## src/hdl/mme_pkg.sv

```systemverilog
// Package for the matrix multiply engine: widths, codes and shared structs.
// No dependencies; imported by every module of the block.
package mme_pkg;

    localparam int MAX_DIM_DEF = 8;
    localparam int ELEM_W      = 32;
    localparam int DIM_W       = 4;
    localparam int IDX_W       = 3;
    localparam int PROD_W      = 2 * ELEM_W;
    localparam int ACC_W       = PROD_W + 3;
    localparam int FRAC_W      = 16;
    localparam int ACT_W       = 2;
    localparam int CFG_IDX_W   = 2;

    localparam logic [ACT_W-1:0] ACT_LOAD_A  = 2'd0;
    localparam logic [ACT_W-1:0] ACT_LOAD_B  = 2'd1;
    localparam logic [ACT_W-1:0] ACT_COMPUTE = 2'd2;

    localparam logic [CFG_IDX_W-1:0] CFG_ROWS_A    = 2'd0;
    localparam logic [CFG_IDX_W-1:0] CFG_INNER_DIM = 2'd1;
    localparam logic [CFG_IDX_W-1:0] CFG_COLS_B    = 2'd2;

    typedef enum logic [1:0] {
        OP_LOAD_A  = 2'd0,
        OP_LOAD_B  = 2'd1,
        OP_COMPUTE = 2'd2
    } t_op;

    typedef struct packed {
        t_op                op;
        logic [ELEM_W-1:0]  element;
    } t_cmd;

    typedef struct packed {
        logic             vld;
        logic             first;
        logic             last;
        logic             fin;
        logic [IDX_W-1:0] row;
        logic [IDX_W-1:0] col;
    } t_tap;

endpackage

```

## src/hdl/mme_front.sv

```systemverilog
// Front end: accepts start transactions, classifies the action, queues commands for known actions.
// Depends on mme_pkg.
module mme_front
    import mme_pkg::*;
(
    input  logic              i_clk,
    input  logic              i_rst_n,
    input  logic              i_start,
    input  logic [ACT_W-1:0]  i_action,
    input  logic [ELEM_W-1:0] i_element,
    output logic              o_busy,
    input  logic              i_pop,
    output logic              o_cmd_vld,
    output t_cmd              o_cmd
);

    t_cmd       r_q [2];
    logic       r_wp, r_rp;
    logic [1:0] r_cnt;
    logic       accept, push, pop, known;
    t_op        op;

    always_comb begin
        known = 1'b1;
        op    = OP_LOAD_A;
        case (i_action)
            ACT_LOAD_A:  op = OP_LOAD_A;
            ACT_LOAD_B:  op = OP_LOAD_B;
            ACT_COMPUTE: op = OP_COMPUTE;
            default:     known = 1'b0;
        endcase
    end

    assign o_busy    = (r_cnt == 2'd2);
    assign accept    = i_start && !o_busy;
    assign push      = accept && known;
    assign o_cmd_vld = (r_cnt != 2'd0);
    assign pop       = i_pop && o_cmd_vld;
    assign o_cmd     = r_q[r_rp];

    always_ff @(posedge i_clk) begin
        if (!i_rst_n) begin
            r_wp  <= 1'b0;
            r_rp  <= 1'b0;
            r_cnt <= 2'd0;
        end else begin
            if (push) r_wp <= ~r_wp;
            if (pop)  r_rp <= ~r_rp;
            r_cnt <= r_cnt + 2'(push) - 2'(pop);
        end
    end

    always_ff @(posedge i_clk) begin
        if (push) begin
            r_q[r_wp].op      <= op;
            r_q[r_wp].element <= i_element;
        end
    end

endmodule

```

## config.mk

```make
export PLATFORM = sky130hd
export DESIGN_NAME = mme_front
export DESIGN_NICKNAME = d
export VERILOG_FILES = /design/src/hdl/mme_pkg.sv /design/src/hdl/mme_front.sv
export SDC_FILE = /design/constraint.sdc
export NUM_CORES = 1
export LEC_CHECK = 0
export BUFFER_PORTS_ARGS = -buffer_cell sky130_fd_sc_hd__buf_2
export CORE_MARGIN = 2
export CORE_UTILIZATION = 25
export CTS_CLUSTER_DIAMETER = 120
export DETAILED_ROUTE_END_ITERATION = 12
export PLACE_DENSITY = 0.5
export RECOVER_POWER = 50
export SLEW_MARGIN = 25
export SYNTH_ARGS = -nofsm -noshare
export SYNTH_HDL_FRONTEND = slang
export SYNTH_SLANG_ARGS = --single-unit
```

## constraint.sdc

```tcl
create_clock -name i_clk -period 5.35 [get_ports i_clk]
set_clock_uncertainty 0.05 [all_clocks]
set_input_delay 0.535 -clock i_clk [delete_from_list [all_inputs] [get_ports i_clk]]
set_output_delay 0.535 -clock i_clk [all_outputs]
set_load 0.01 [all_outputs]
```

==> impl_metrics.json <==
{
  "die_h_um": 111,
  "synth_top_family_by_area": "multiplexers",
  "ys_types": 18,
  "place_inst": 349,
  "synth-compound-area-share_pct": 0.261,
  "violations": "capacitance limit, slew limit",
  "drc": 0,
  "dpl-instance-area_um2": 3430,
  "clock_path_buffers": 2,
  "synth-simple-area-share_pct": 3.34,
  "worstMarginPinSlew_ns": 1.57,
  "clock_latency_ns": 0.32,
  "r2r_start": "r_cnt[1]$_SDFF_PN0_",
  "r2r_slack_ns": 2.72,
  "wl_per_cell_um": 12.9,
  "dr.first_iter.drc_count": 40,
  "hold_depth": 1,
  "hold_path_startpoint": "i_element[26]",
  "cts-resized-gates": 0,
  "htreeDepth": 3,
  "arrival_ns": 2.60,
  "critPathMaxFanout": 19,
  "core_um2": 11300,
  "dp_hpwl_um": 3340,
  "track_usage_pct": 7.91,
  "drive_above_1_share_pct": 47.3,
  "path_class": "flop to flop",
  "endpoint_kind": "flop",
  "grt_pass1_vias": 1463,
  "finalSetupTns_ns": 0,
  "cts_root_buffer": "clkbuf_16",
  "final_util_pct": 32.4,
  "antenna_left": 0,
  "hold_buffers": 0,
  "leakagePower_nw": 1.37,
  "outcome": "finished, violations left",
  "synth-xor-area-share_pct": 0.912,
  "crit_start": "r_cnt[1]$_SDFF_PN0_",
  "final_cell_area_um2": 3670,
  "hp-class": "input port to flop",
  "clk_pin_slew_ns": 0.06,
  "whs_endpoint": "r_q[1][26]$_DFFE_PP_",
  "post_cts.repair.setup_buffers": 0,
  "synth.avg_cell_area_um2": 21.5,
  "grt_max_degree": 23,
  "finalNetCount": 257,
  "cp.required_ns": 5.32,
  "cts_buffers": 9,
  "fin_cells": 365,
  "die_w_um": 111,
  "reg2reg_to": "r_q[1][15]$_DFFE_PP_",
  "dieArea_um2": 12400,
  "fmax_ghz": 0.380,
  "firstDrtPassIters": 3,
  "syn_inst": 134,
  "area_delta_synth_final_pct": 27.3,
  "synth_fa_ha_area_share_pct": 0.868,
  "num_antenna_cells": 0,
  "grt_pass1_wl_um": 7310,
  "fin_crit_ns": 2.63,
  "setup_viol": 0,
  "antenna_found_initial": 0,
  "syn-cell-area_um2": 2880,
  "start_kind": "flop",
  "io_buffers": 73,
  "overflow": 0,
  "num_rows": 39,
  "ys_warn_count": 0,
  "initial_core_util_pct": 25.5,
  "ios": 74,
  "rr_worst_depth": 4,
  "period_share_pct": 49.2,
  "vias": 1420,
  "max_cap_viol_count": 1,
  "synthMuxAreaShare_pct": 17.5,
  "clock_sinks": 73,
  "finalWirelength_um": 4700,
  "ys_ff_latch": 73,
  "viasPerCell": 3.89,
  "ir_drop_mv": 0.184,
  "max_slew_margin_pct": -5.25,
  "slew_viol_final": 16,
  "rsz0062_at_grt": "no",
  "syn_nets": 174,
  "cts_tree": "yes",
  "ys_seq_area_share_pct": 74.3,
  "power_density_nw_per_um2": 470,
  "hold_viol_final": 0,
  "place_congestion": 0.623
}
registers in the layout, summed over array words and instances (netlist names), named ones only:
register and count:
r_q 68, r_cnt 2, r_rp 1, r_wp 1
metal layers:
layer	GRT usage, %	vias to the layer above	routed length (um)
met5	0	-	0
met4	4.44	0	92
met3	3.10	9	331
met2	12.8	52	2260
met1	9.01	682	2010
li1	-	677	-
cell usage after synthesis:
library cell / n / area [um^2]
or2_2: 1 / 6.26
buf_12: 3 / 60.1
xnor2_1: 3 / 26.3
mux2_2: 4 / 45.0
dfxtp_1: 5 / 100
mux2_4: 30 / 450
nand2_1: 3 / 11.3
ha_1: 2 / 25.0
nand3b_4: 1 / 20.0
nor2b_4: 1 / 13.8
mux2i_1: 1 / 10.0
and2_1: 2 / 12.5
inv_1: 2 / 7.51
edfxtp_1: 68 / 2040
buf_6: 1 / 11.3
nor2_1: 2 / 7.51
o21a_1: 1 / 7.51
nor2b_1: 4 / 25.0
cells by family after synthesis:
family          Yosys count
compound gates            1
xor+xnor                  3
fa+ha+maj                 2
buf+inv                   6
flops                    73
mux                      35
simple gates             14
per-stage QoR:
step	hold WS (ns)	power, mW	worst slack, ns
floorplan	0.401	1.07	2.70
global placement	0.447	1.18	3.13
detailed placement	0.457	1.19	3.13
CTS	0.332	1.77	2.77
global route	0.337	1.82	2.47
finish	0.351	1.72	2.72
power breakdown:
part	internal [mW]	switching (mW)
clock network	0.360	0.207
logic	0.225	0.188
registers	0.705	0.0379
critical path, cell delays in order, from the launching register on:
cell	delay, ns
dfxtp_1	0.34
nor2b_1	0.15
nand3b_1	0.28
nor2_1	1.23
buf_16	0.25
worst max path at each step:
| stage | end | slack, ns |
|---|---|---|
| final | r_q[1][15]$_DFFE_PP_ | 2.72 |
| after global routing | r_q[1][29]$_DFFE_PP_ | 2.47 |
| after CTS | o_cmd[33] | 2.77 |
| after detailed placement | o_cmd[33] | 3.13 |
| after global placement | r_q[0][15]$_DFFE_PP_ | 3.13 |
| after floorplan | r_q[0][0]$_DFFE_PP_ | 2.70 |
cell type report:
cell class / instances / area [um^2]
Multi-Input combinational cell: 55 / 648
Sequential cell: 73 / 2140
Inverter: 2 / 7.51
Fill cell: 1131 / 7650
Clock inverter: 5 / 56.3
Timing Repair Buffer: 76 / 400
Tap cell: 143 / 179
Clock buffer: 11 / 233
cell usage in the layout (no fill, tap or decap), types with 2 or more instances in the layout:
cell,count
edfxtp_1,68
buf_2,51
mux2_4,30
clkbuf_1,24
clkbuf_16,9
nor2b_1,5
mux2_2,4
dfxtp_1,4
nand2_1,3
xnor2_1,3
inv_1,2
ha_1,2
clkinv_2,2
buf_16,2
No activity file was read; power rests on OpenSTA's default activity.
